===== src/design/rac_pkg.sv =====
`timescale 1ns / 1ps
// ---------------------------------------------------------------------------
// rac_pkg: shared types and codes
// Mode, status and order codes, and the command/status structs that pass
// between the controller and the datapath.
// ---------------------------------------------------------------------------
package rac_pkg;
  localparam int W  = 32;
  localparam int DW = 2 * W;

  localparam logic [2:0] MODE_LOAD = 3'd0;
  localparam logic [2:0] MODE_ADD  = 3'd1;
  localparam logic [2:0] MODE_SUB  = 3'd2;
  localparam logic [2:0] MODE_MUL  = 3'd3;
  localparam logic [2:0] MODE_DIV  = 3'd4;
  localparam logic [2:0] MODE_CMP  = 3'd5;
  localparam logic [2:0] MODE_NEG  = 3'd6;
  localparam logic [2:0] MODE_RSVD = 3'd7; // unused: accumulator kept

  localparam logic [1:0] ST_OK   = 2'd0;
  localparam logic [1:0] ST_ZERO = 2'd1;
  localparam logic [1:0] ST_OVF  = 2'd2;

  localparam logic [1:0] ORD_LT = 2'd0;
  localparam logic [1:0] ORD_EQ = 2'd1;
  localparam logic [1:0] ORD_GT = 2'd2;

  // controller to datapath
  typedef struct packed {
    logic load_op;   // capture operand, split signs
    logic mul1;      // first cross products
    logic mul2;      // second cross products
    logic combine;   // sum / compare, set up gcd
    logic gcd_step;  // one remainder step
    logic div_start; // start dividing by the gcd
    logic div_step;  // one quotient bit for numerator and denominator
    logic commit;    // range check and write back
    logic push;      // copy the finished word to the output register
  } rac_cmd_t;

  // datapath to controller
  typedef struct packed {
    logic early;     // result is already settled after combine, or after the first gcd step for a zero result
    logic gcd_done;
    logic div_done;
  } rac_sts_t;
endpackage


===== src/design/rac_ctrl.sv =====
`timescale 1ns / 1ps
// ---------------------------------------------------------------------------
// rac_ctrl: sequencing state machine
// Steps one word through multiply, combine, gcd, divide and commit.
// ---------------------------------------------------------------------------
module rac_ctrl (
  input  logic              clk,
  input  logic              rst_n,
  input  logic              in_fire,
  input  logic              out_fire,
  input  rac_pkg::rac_sts_t sts,
  output rac_pkg::rac_cmd_t cmd,
  output logic              busy,
  output logic              out_valid
);
  import rac_pkg::*;

  localparam logic [2:0] S_IDLE = 3'd0;
  localparam logic [2:0] S_MUL1 = 3'd1;
  localparam logic [2:0] S_MUL2 = 3'd2;
  localparam logic [2:0] S_COMB = 3'd3;
  localparam logic [2:0] S_GCD  = 3'd4;
  localparam logic [2:0] S_DIV  = 3'd5;
  localparam logic [2:0] S_CMT  = 3'd6;
  localparam logic [2:0] S_OUT  = 3'd7;

  logic [2:0] state_r, state_nxt;
  logic       out_valid_r, out_valid_nxt;

  always_comb begin
    state_nxt = state_r;
    cmd       = '0;
    unique case (state_r)
      S_IDLE: begin
        cmd.load_op = in_fire;
        if (in_fire) state_nxt = S_MUL1;
      end
      S_MUL1: begin
        cmd.mul1 = 1'b1;
        state_nxt = S_MUL2;
      end
      S_MUL2: begin
        cmd.mul2 = 1'b1;
        state_nxt = S_COMB;
      end
      S_COMB: begin
        cmd.combine = 1'b1;
        state_nxt = S_GCD;
      end
      S_GCD: begin
        if (sts.early) state_nxt = S_OUT;
        else if (sts.gcd_done) begin
          cmd.div_start = 1'b1;
          state_nxt = S_DIV;
        end else cmd.gcd_step = 1'b1;
      end
      S_DIV: begin
        if (sts.div_done) state_nxt = S_CMT;
        else cmd.div_step = 1'b1;
      end
      S_CMT: begin
        cmd.commit = 1'b1;
        state_nxt = S_OUT;
      end
      S_OUT: begin
        // hand the word over once the output register is free
        if (!out_valid_r || out_fire) begin
          cmd.push  = 1'b1;
          state_nxt = S_IDLE;
        end
      end
      default: state_nxt = S_IDLE;
    endcase
  end

  // output register: fill on push, drop when taken
  always_comb begin
    out_valid_nxt = out_valid_r;
    if (cmd.push) out_valid_nxt = 1'b1;
    else if (out_fire) out_valid_nxt = 1'b0;
  end

  // advance state
  always_ff @(posedge clk) begin
    if (!rst_n) begin
      state_r     <= S_IDLE;
      out_valid_r <= 1'b0;
    end else begin
      state_r     <= state_nxt;
      out_valid_r <= out_valid_nxt;
    end
  end

  assign busy      = (state_r != S_IDLE);
  assign out_valid = out_valid_r;

  a_fire_idle: assert property (@(posedge clk) disable iff (!rst_n)
    in_fire |-> state_r == S_IDLE) else $error("word taken while busy");
  a_out_hold: assert property (@(posedge clk) disable iff (!rst_n)
    out_valid && !out_fire |=> out_valid) else $error("result dropped");
  a_start: assert property (@(posedge clk) disable iff (!rst_n)
    in_fire |=> state_r == S_MUL1) else $error("no start");
endmodule


===== config.mk =====
export PLATFORM = sky130hd
export DESIGN_NAME = rac_ctrl
export DESIGN_NICKNAME = d
export VERILOG_FILES = /design/src/design/rac_pkg.sv /design/src/design/rac_ctrl.sv
export SDC_FILE = /design/constraint.sdc
export NUM_CORES = 1
export LEC_CHECK = 0
export BUFFER_PORTS_ARGS = -buffer_cell sky130_fd_sc_hd__buf_2
export CAP_MARGIN = 0
export CORE_AREA = 2 2 39 41
export CTS_BUF_LIST = sky130_fd_sc_hd__clkbuf_4 sky130_fd_sc_hd__clkbuf_8 sky130_fd_sc_hd__clkbuf_16
export DETAILED_ROUTE_END_ITERATION = 12
export DIE_AREA = 0 0 41 43
export PLACE_DENSITY = 0.55
export SLEW_MARGIN = 0
export SYNTH_ARGS = -nofsm -noshare
export SYNTH_HDL_FRONTEND = slang
export SYNTH_SLANG_ARGS = --single-unit

===== constraint.sdc =====
create_clock -name clk -period 3 [get_ports clk]
set_input_delay 0.3 -clock clk [delete_from_list [all_inputs] [get_ports clk]]
set_output_delay 0.3 -clock clk [all_outputs]
set_load 0.02 [all_outputs]

* After elaboration in Yosys (flattened, before gate mapping) *
Index checks and enable logic that the tools add are counted.

word-level totals
  register bits = 4
  input bits = 7
  output and inout port bits = 11

operators by class
  equality and inequality tests = 11
  muxes and demuxes = 21
  reduce and logical (&&, ||, !) cells = 6

operators by type and width
  operator              number
  $pmux W3 S8           1
  $mux W3               5
  $mux W1               13
  $eq A3 B3 Y1 const B  4
  $eq A3 B2 Y1 const B  2
  $ne A2 B2 Y1 const B  3
  $mux W2               2
  $reduce_and A4 Y1     1
  $eq A3 B1 Y1 const B  1
  $logic_not A3 Y1      1
  $ne A3 B3 Y1 const B  1
  $reduce_bool A3 Y1    1
  $reduce_bool A2 Y1    1
  $logic_not A1 Y1      1
  $logic_or A1 B1 Y1    1

* Longest topological paths before layout *
Gate-level depths: netlist of the first run.

  depth in word-level cells = 5
  depth in mapped cells = 4

* Least setup slack after synthesis of the first run *
Ideal clock, no wire load.

  path kind = register to output
  start = register state_r[1]
  end = output port cmd[4] (netlist bit)
  data arrival time = 1.306 ns
  required time = 2.700 ns
  path slack = 1.394 ns
  stages on the path, launching flop included = 4
  path buffers = 1
  cells stage by stage = dfxtp_1 buf_2 nor2_1 nor4bb_1

RTL lines
  element                 line            text
  from (decl)             rac_ctrl.sv:27  logic [2:0] state_r, state_nxt;
  from (signal assigned)  rac_ctrl.sv:89  state_r <= state_nxt;
  to (decl)               rac_ctrl.sv:12  output rac_pkg::rac_cmd_t cmd,

==> results of run 1 <==
[registers in the layout, indices dropped and copies added (netlist names)]
| register | flops |
|---|---|
| out_valid | 1 |
| state_r | 3 |
[critical path, stage by stage, from the launching register on]
cell	delay, ns
dfxtp_1	0.43
or3_1	0.41
nor2_1	0.08
buf_2	0.16
[worst paths after layout]
path | to | startpoint | slack, ns | depth (start not counted)
worst max register to register | state_r[0]$_SDFFE_PN0P_ | state_r[2]$_SDFFE_PN0P_ | 1.71 | 3
worst min-delay path | out_valid$_SDFFE_PN0P_ | rst_n | 0.32 | 2
worst min register to register | state_r[0]$_SDFFE_PN0P_ | state_r[0]$_SDFFE_PN0P_ | 0.66 | 2
worst max-delay path | cmd[8] | state_r[2]$_SDFFE_PN0P_ | 1.38 | 3
[placed cells by master (no fill, tap or decap), types with 2 or more instances in the layout]
master and n:
nand3_1 2, dfxtp_1 4, clkbuf_4 3, buf_2 17, nor3b_1 4, nor2_1 5, a21oi_1 4
[power by group through the flow]
stage / sequential [mW] / clock, mW / combinational, mW
after CTS: 0.0694 / 0.0684 / 0.0448
final: 0.0694 / 0.0655 / 0.0443
after global placement: 0.0695 / 0 / 0.0443
after floorplan: 0.0614 / 0 / 0.0378
after detailed placement: 0.0702 / 0 / 0.0446
after global routing: 0.0713 / 0.0703 / 0.0491
[cell type report]
class | instances | area, um^2
well taps | 16 | 20.0
repair buffers | 17 | 85.1
multi-input cells | 30 | 186
clock buffers | 3 | 22.5
flip-flops and latches | 4 | 80.1
inverters | 1 | 3.75
fillers | 156 | 986
[metrics by stage]
| stage | area (um^2) | util (%) | power (mW) |
|---|---|---|---|
| floorplan | 292 | - | 0.0992 |
| global placement | 375 | 27.1 | 0.114 |
| detailed placement | 375 | 27.1 | 0.115 |
| CTS | 398 | 28.8 | 0.183 |
| global route | 398 | 28.8 | 0.191 |
| finish | 398 | 28.8 | 0.179 |
[cell families after synthesis]
logic type,Yosys count,share of synthesized area [%]
AOI/OAI and AO/OA,6,11.2
buffers and inverters,5,8.58
DFF,4,27.5
and+or+nand+nor,24,52.8
[per-layer routing]
layer	vias to the layer above	track usage, %
met1	133	11.6
met2	12	10.0
met4	0	4.00
met5	-	0
met3	0	4.71
li1	170	-
==> out/results.tsv, run 1 <==
metric	value	unit
layout_setup_ws	1.38	ns
drt_iter0_markers	1	
io_buffers	17	
post-route-drc-count	0	
ir_drop	0.000181	V
path_clk_slew	0.04	ns
dr_total_vias	315	
worst_pin_slew	0.449	ns
grt_pass1_vias	257	
worst-path-max-fanout	16	
die_x	41	um
yosys.area.top_type	dfxtp_1	
startpoint_type	register	
wl	703	um
cap_viol_max_count	0	
cts_tree	done	
die-area	1760	um^2
htreeDepth	1	
postCtsSetupBuffers	0	
p_int	0.122	mW
highest_layer	met3	
synth_cell_types	24	
clock-sinks	4	
nets	64	
async_reset_ff_share	0	%
met1_length	377	um
setup_violations	0	
start_util	21.1	%
cts_buffers	3	
post-route-period-util	54.0	%
finClkSkew	0.00667	ns
power_density	451	nW/um^2
worstSetupPathType	register to output port	
synth_edf_count	0	
synth.area.top_cells	dfxtp_1 (27%), nor3b_1 (10%), a21oi_1 (6.9%)	
cp.required	2.70	ns
clkPwrFrac	36.5	%
preCtsSetupSlack	1.62	ns
coreArea	1380	um^2
antenna_cells	0	
min_path_type	primary input to register	
endpoint_kind	output port	
instances_no_fill	71	
leakage	0.216	nW
root_buffer	clkbuf_4	
post-place-cells	68	
yosysWarnings	0	
p_sw	0.0571	mW
fp.dieH	43	um
ant_nets	0	
outcome	finished, final reports clean	
place.gp.congestion	0.701	
hpwl	517	um
timing.final.crit_period	1.62	ns
synth_seq_cells	4	
hold_viol_final	0	
tns	0	ns
firstDrtPassIters	2	
synth_top_area_share	27.5	%
grt.total_usage	8.33	%
relSlewSlack	70.0	%
ios	18	
netlist_area	292	um^2
p_sw_share	31.9	%
grt_antenna_before_repair	0	
synth_nets	46	
ctsResizeCount	0	
crit_arrival	1.32	ns
grt_pass1_wl	986	um
whs	0.323	ns
clockBufferDepth	2	
synth-seq-area-share	27.5	%
slew_violations	0	
timing.fmax	0.617	GHz
synth_common_cells	nor2_1 (5), a21oi_1 (4), dfxtp_1 (4), nor3b_1 (4)	
synth.most_common_cell	nor2_1	
routed-wl-met2	281	um
synthCells	39	
vias_per_cell	4.44	
drive_gt1_share	36.4	%
area_delta_synth_final	36.5	%
synthFlopType	dfxtp_1	
dr_wl_met3	44	um
p_seq_share	38.7	%
grt_setup_unrepaired	no	
syn_avg_cell_area	7.48	um^2
clk_latency	0.23	ns
grt_max_degree	17	
rows	14	
p_comb_share	24.7	%
wire_per_inst	9.90	um
postCtsHoldBufs	0	
grt_overflow	0	
Power figures use the tool's default switching activity.
==> inputs of run 2 (changes only) <==
--- a/config.mk
+++ b/config.mk
@@ -5,13 +5,14 @@
 export SDC_FILE = /design/constraint.sdc
 export NUM_CORES = 1
 export LEC_CHECK = 0
+export ABC_AREA = 1
 export BUFFER_PORTS_ARGS = -buffer_cell sky130_fd_sc_hd__buf_2
 export CAP_MARGIN = 0
-export CORE_AREA = 2 2 39 41
+export CORE_MARGIN = 2
+export CORE_UTILIZATION = 25
 export CTS_BUF_LIST = sky130_fd_sc_hd__clkbuf_4 sky130_fd_sc_hd__clkbuf_8 sky130_fd_sc_hd__clkbuf_16
 export DETAILED_ROUTE_END_ITERATION = 12
-export DIE_AREA = 0 0 41 43
-export PLACE_DENSITY = 0.55
+export PLACE_DENSITY = 0.59
 export SLEW_MARGIN = 0
 export SYNTH_ARGS = -nofsm -noshare
 export SYNTH_HDL_FRONTEND = slang
==> constraint.sdc (replaced) <==
create_clock -name clk -period 1.62 [get_ports clk]
set_input_delay 0.162 -clock clk [delete_from_list [all_inputs] [get_ports clk]]
set_output_delay 0.162 -clock clk [all_outputs]
set_load 0.02 [all_outputs]
==> run 2 against run 1 <==
  * Clock-buffer cell count unchanged
  * First-iteration DRC count rose to 5.0 times the previous value
  * Final area up 9.1%
  * Clock power up 85%
  * Highest routed layer unchanged
  * Sequential share of layout area down 1.7 points
  * Worst setup slack worse by 1.2 ns
  * Sequential power up 93%
  * Core utilization up 5.9 points
  * Total power up 120%
  * Synthesized cell count up 46%
  * Die area down 8.6%
==> out/results.tsv, run 2 <==
metric	value	unit
outcome	finished, final reports clean	
timing.fmax	0.717	GHz
die_x	40.1	um
postCtsHoldBufs	0	
die-area	1610	um^2
critPathMaxStageDelay	0.37	ns
path_clk_slew	0.04	ns
multi_input_comb_area	183	um^2
ios	18	
synth_edf_count	0	
fp.dieH	40.1	um
routed-wl-met2	325	um
fillers	143	
cap_viol_max_count	0	
drt_iter0_markers	5	
grt.total_usage	10.4	%
leakage	0.262	nW
min_path_type	primary input to register	
critical-path-top-delay-family	simple AND/OR/NAND/NOR gates	
antenna_cells	0	
grt_setup_unrepaired	no	
clock-sinks	4	
postCtsSetupBuffers	0	
highest_layer	met3	
ant_nets	0	
preCtsSetupSlack	0.460	ns
synth_top_area_share	24.5	%
worst-path-buf-inv	1	
worst_pin_slew	0.298	ns
async_reset_ff_share	0	%
synth.area.top_cells	dfxtp_1 (25%), nor2_1 (13%), inv_1 (11%)	
layout_setup_ws	0.226	ns
whs	0.185	ns
met1_length	374	um
synth-seq-area-share	24.5	%
grt_antenna_before_repair	0	
slew_violations	0	
finClkSkew	0.00108	ns
power_density	919	nW/um^2
wire_per_inst	8.20	um
htreeDepth	1	
crit_path_top_delay_cell	dfxtp_1	
place.gp.congestion	0.773	
vias_per_cell	4.21	
endpoint_kind	output port	
hpwl	578	um
dr_total_vias	379	
clockBufferDepth	2	
worstSetupPathType	register to output port	
crit_arrival	1.23	ns
clk_latency	0.23	ns
grt_overflow	0	
start_util	26.1	%
cp.required	1.46	ns
synth_seq_cells	4	
largest_reg_flops	3	
synth.most_common_cell	nor2_1	
io_buffers	17	
syn_avg_cell_area	5.73	um^2
post-route-cell-area	434	um^2
dr_wl_met3	38	um
ctsResizeCount	0	
area_delta_synth_final	33.0	%
yosysWarnings	0	
netlist_area	327	um^2
ir_drop	0.000245	V
root_buffer	clkbuf_4	
wl	738	um
synthCells	57	
post-route-drc-count	0	
synth_common_cells	nor2_1 (11), inv_1 (10), nand2_1 (9)	
timing.final.crit_period	1.39	ns
grt_max_degree	9	
synth_nets	64	
firstDrtPassIters	4	
relSlewSlack	80.1	%
nets	84	
synth_cell_types	14	
top_register	state_r	
worst-path-max-fanout	7	
rows	13	
coreArea	1250	um^2
cts_tree	done	
post-route-period-util	86.1	%
grt_pass1_vias	295	
cts_buffers	3	
setup_violations	0	
grt_pass1_wl	1120	um
seq_area	80.1	um^2
drive_gt1_share	38.7	%
yosys.area.top_type	dfxtp_1	
timing.critical_path.cells	nor2_2, nand2_2, nor3_1, buf_2	
place_area	412	um^2
synthFlopType	dfxtp_1	
final_common_cell	buf_2	
layout_common_cells	buf_2 (17), nor2_1 (11), inv_1 (10)	
hold_viol_final	0	
tns	0	ns
startpoint_type	register	
run 2: cell count changes after synthesis, sizes merged, moves of 2 or more:
cell | before | now
nand2 | 1 | 11
inv | 1 | 12
nor2 | 5 | 15
nor3 | 1 | 4
nand3 | 2 | 4
nor3b | 4 | 0
run 2: cell type report:
class                   instances  share of cell area (%)
well taps                      15                    4.32
clock buffers                   3                    5.19
inverters                      12                    10.4
multi-input cells              39                    42.1
flip-flops and latches          4                    18.4
repair buffers                 17                    19.6
run 2: worst paths after layout:
check                          start                       to  slack (ns)  cells after the start
max          state_r[1]$_SDFFE_PN0P_                   cmd[3]        0.23                      4
min                            rst_n  state_r[0]$_SDFFE_PN0P_        0.19                      3
max reg2reg  state_r[2]$_SDFFE_PN0P_  state_r[0]$_SDFFE_PN0P_        0.45                      8
min reg2reg   out_valid$_SDFFE_PN0P_   out_valid$_SDFFE_PN0P_        0.51                      2
run 2: worst reg2reg max path, stage by stage (launching register included):
cell	delay (ns)
dfxtp_1	0.48
inv_2	0.13
nor2_2	0.09
nand2_1	0.08
nand2_2	0.09
inv_2	0.04
nand3_1	0.07
nand2_1	0.05
nor2_1	0.08
run 2: cells by family (layout without fill, tap and decap cells):
kind of cell | after synthesis | count (layout) | share of synthesized area, %
simple gates | 34 | 34 | 48.3
buf+inv | 14 | 32 | 19.5
flops | 4 | 4 | 24.5
compound gates | 5 | 5 | 7.66
run 2: where the power goes:
| group | switching [mW] | internal, mW |
|---|---|---|
| Combinational | 0.0930 | 0.0503 |
| Sequential | 0.0239 | 0.110 |
| Clock | 0.0387 | 0.0827 |
| Total | 0.156 | 0.243 |
run 2: metal layers:
layer	vias up	GRT usage, %
met4	0	5.17
met5	-	0
li1	207	-
met2	12	14.5
met1	160	15.0
met3	0	1.67
run 2: metrics by stage:
step | instances | util, % | total power [mW]
after CTS | 90 | 34.7 | 0.407
after global placement | 87 | 32.9 | 0.279
after floorplan | 57 | - | 0.244
after global routing | 90 | 34.7 | 0.433
after detailed placement | 87 | 32.9 | 0.280
final | 90 | 34.7 | 0.399
==> inputs of run 3 (changes only) <==
--- a/config.mk
+++ b/config.mk
@@ -12,7 +12,7 @@
 export CORE_UTILIZATION = 25
 export CTS_BUF_LIST = sky130_fd_sc_hd__clkbuf_4 sky130_fd_sc_hd__clkbuf_8 sky130_fd_sc_hd__clkbuf_16
 export DETAILED_ROUTE_END_ITERATION = 12
-export PLACE_DENSITY = 0.59
+export PLACE_DENSITY = 0.61
 export SLEW_MARGIN = 0
 export SYNTH_ARGS = -nofsm -noshare
 export SYNTH_HDL_FRONTEND = slang
==> constraint.sdc (replaced) <==
create_clock -name clk -period 1.17 [get_ports clk]
set_input_delay 0.117 -clock clk [delete_from_list [all_inputs] [get_ports clk]]
set_output_delay 0.117 -clock clk [all_outputs]
set_load 0.02 [all_outputs]
==> run 3 against run 2 <==
  * The run now ends with negative setup slack left
  * Combinational power increased by 130%
  * Non-clock buffer count increased by 9
  * Total power increased by 77%
  * Clock-buffer cell count unchanged
  * Die area unchanged
  * Sequential share of layout area decreased by 3.0 points
  * Largest power group unchanged
  * Highest routed layer is now met4
==> out/results.tsv, run 3 (same netlist as run 2, synthesis figures left out) <==
metric	value	unit
outcome	finished, violations left	
violations	negative setup slack	
io_buffers	17	
layout_setup_ws	-0.0867	ns
slew_violations	0	
grt_setup_unrepaired	yes	
drt_iter0_markers	4	
clockBufferDepth	2	
final_common_cell	buf_4	
post-place-cells	90	
p_sw_share	39.7	%
worst_pin_slew	0.187	ns
worst-path-max-fanout	6	
finalPower	0.705	mW
top_register	state_r	
rrSetupSlack	-0.02	ns
worstSetupPathType	register to output port	
hold_viol_final	0	
startpoint_type	register	
start_util	26.1	%
r2r-start	state_r[2]$_SDFFE_PN0P_	
vias_per_cell	4.62	
nets	93	
place.gp.congestion	0.765	
dr_total_vias	457	
endpoint_kind	output port	
ios	18	
antenna_cells	0	
instances_no_fill	99	
grt_max_degree	8	
wl	1070	um
cap_viol_max_count	0	
htreeDepth	1	
relSlewSlack	87.4	%
crit_arrival	1.14	ns
clkPwrFrac	25.8	%
fillers	123	
min_from	rst_n	
root_buffer	clkbuf_4	
firstDrtPassIters	4	
grt_antenna_before_repair	0	
cp.required	1.05	ns
rows	13	
clk_latency	0.25	ns
min_path_type	primary input to register	
grt_pass1_wl	1460	um
cts_buffers	3	
grt_overflow	0	
postCtsHoldBufs	0	
critPathMaxStageDelay	0.36	ns
p_sw	0.279	mW
timing.critical_path.cells	nor2_4, nand2_4, nor3_2, buf_4	
area_delta_synth_final	81.6	%
layout_common_cells	buf_4 (12), inv_1 (10), nor2_1 (10)	
r2r_cells	8	
fp.dieH	40.1	um
die_x	40.1	um
p_comb_share	47.0	%
wire_per_inst	10.8	um
hpwl	660	um
leakage	0.329	nW
utilization	47.4	%
ant_nets	0	
post-route-drc-count	0	
hold_depth	3	
timing.fmax	0.796	GHz
power_density	1190	nW/um^2
clock-sinks	4	
post-route-period-util	107	%
ir_drop	0.000447	V
timing.final.crit_period	1.26	ns
p_seq_share	27.2	%
setup_violations	9	
coreArea	1250	um^2
largest_reg_flops	3	
drive_gt1_share	53.6	%
die-area	1610	um^2
cts_tree	done	
grt.total_usage	14.0	%
crit_path_top_delay_cell	dfxtp_4	
path_clk_slew	0.04	ns
finClkSkew	0.00904	ns
grt_pass1_vias	380	
critPathLaunch	state_r[1]$_SDFFE_PN0P_	
p_int	0.425	mW
[run 3: metrics by stage]
stage	area, um^2	setup slack (ns)	hold slack (ns)	setup TNS, ns
floorplan	334	-0.00215	0.238	-0.00394
global placement	442	-0.0796	0.380	-0.146
detailed placement	442	-0.0166	0.375	-0.0326
CTS	538	-0.0613	0.125	-0.223
global route	593	-0.150	0.134	-0.966
finish	593	-0.0867	0.126	-0.395
[run 3: path summary, 6_finish.rpt]
check	to
setup reg to reg	state_r[1]$_SDFFE_PN0P_
setup / recovery	cmd[3]
hold reg to reg	out_valid$_SDFFE_PN0P_
hold / removal	state_r[0]$_SDFFE_PN0P_
[run 3: per-layer routing]
metal	part of all wire [%]	vias up	routed length, um	track usage [%]
li1	-	227	-	-
met1	39	212	416	13.5
met2	56	16	601	25.4
met3	3.4	2	36	3.33
met4	1.1	0	12	10.3
met5	0	-	0	0
[run 3: power by group through the flow]
| stage | registers [mW] | logic (mW) | clock network, mW |
|---|---|---|---|
| 2_1_floorplan | 0.171 | 0.171 | 0 |
| 3_3_place_gp | 0.185 | 0.226 | 0 |
| 3_5_place_dp | 0.186 | 0.222 | 0 |
| 4_1_cts | 0.194 | 0.285 | 0.183 |
| 5_1_grt | 0.194 | 0.360 | 0.188 |
| 6_report | 0.192 | 0.331 | 0.182 |
[run 3: what timing repair did]
| action | in CTS | in global routing |
|---|---|---|
| setup endpoints to repair | 12 | 11 |
| pin swaps | 1 | 7 |
| setup buffers | 3 | 3 |
| resized for setup | 18 | 8 |
[run 3: cell type report]
cell class | instances | area, um^2 | share of cell area, %
flip-flops and latches | 4 | 91.3 | 15.4
inverters | 12 | 47.5 | 8.02
well taps | 15 | 18.8 | 3.16
clock buffers | 3 | 22.5 | 3.80
repair buffers | 26 | 191 | 32.3
multi-input cells | 39 | 221 | 37.3
[run 3: worst max-delay path: cells and delay by family, from the launching register on]
kind	cells	cell delay, ns
simple gates	3	0.37
buf+inv	1	0.16
flops	1	0.36
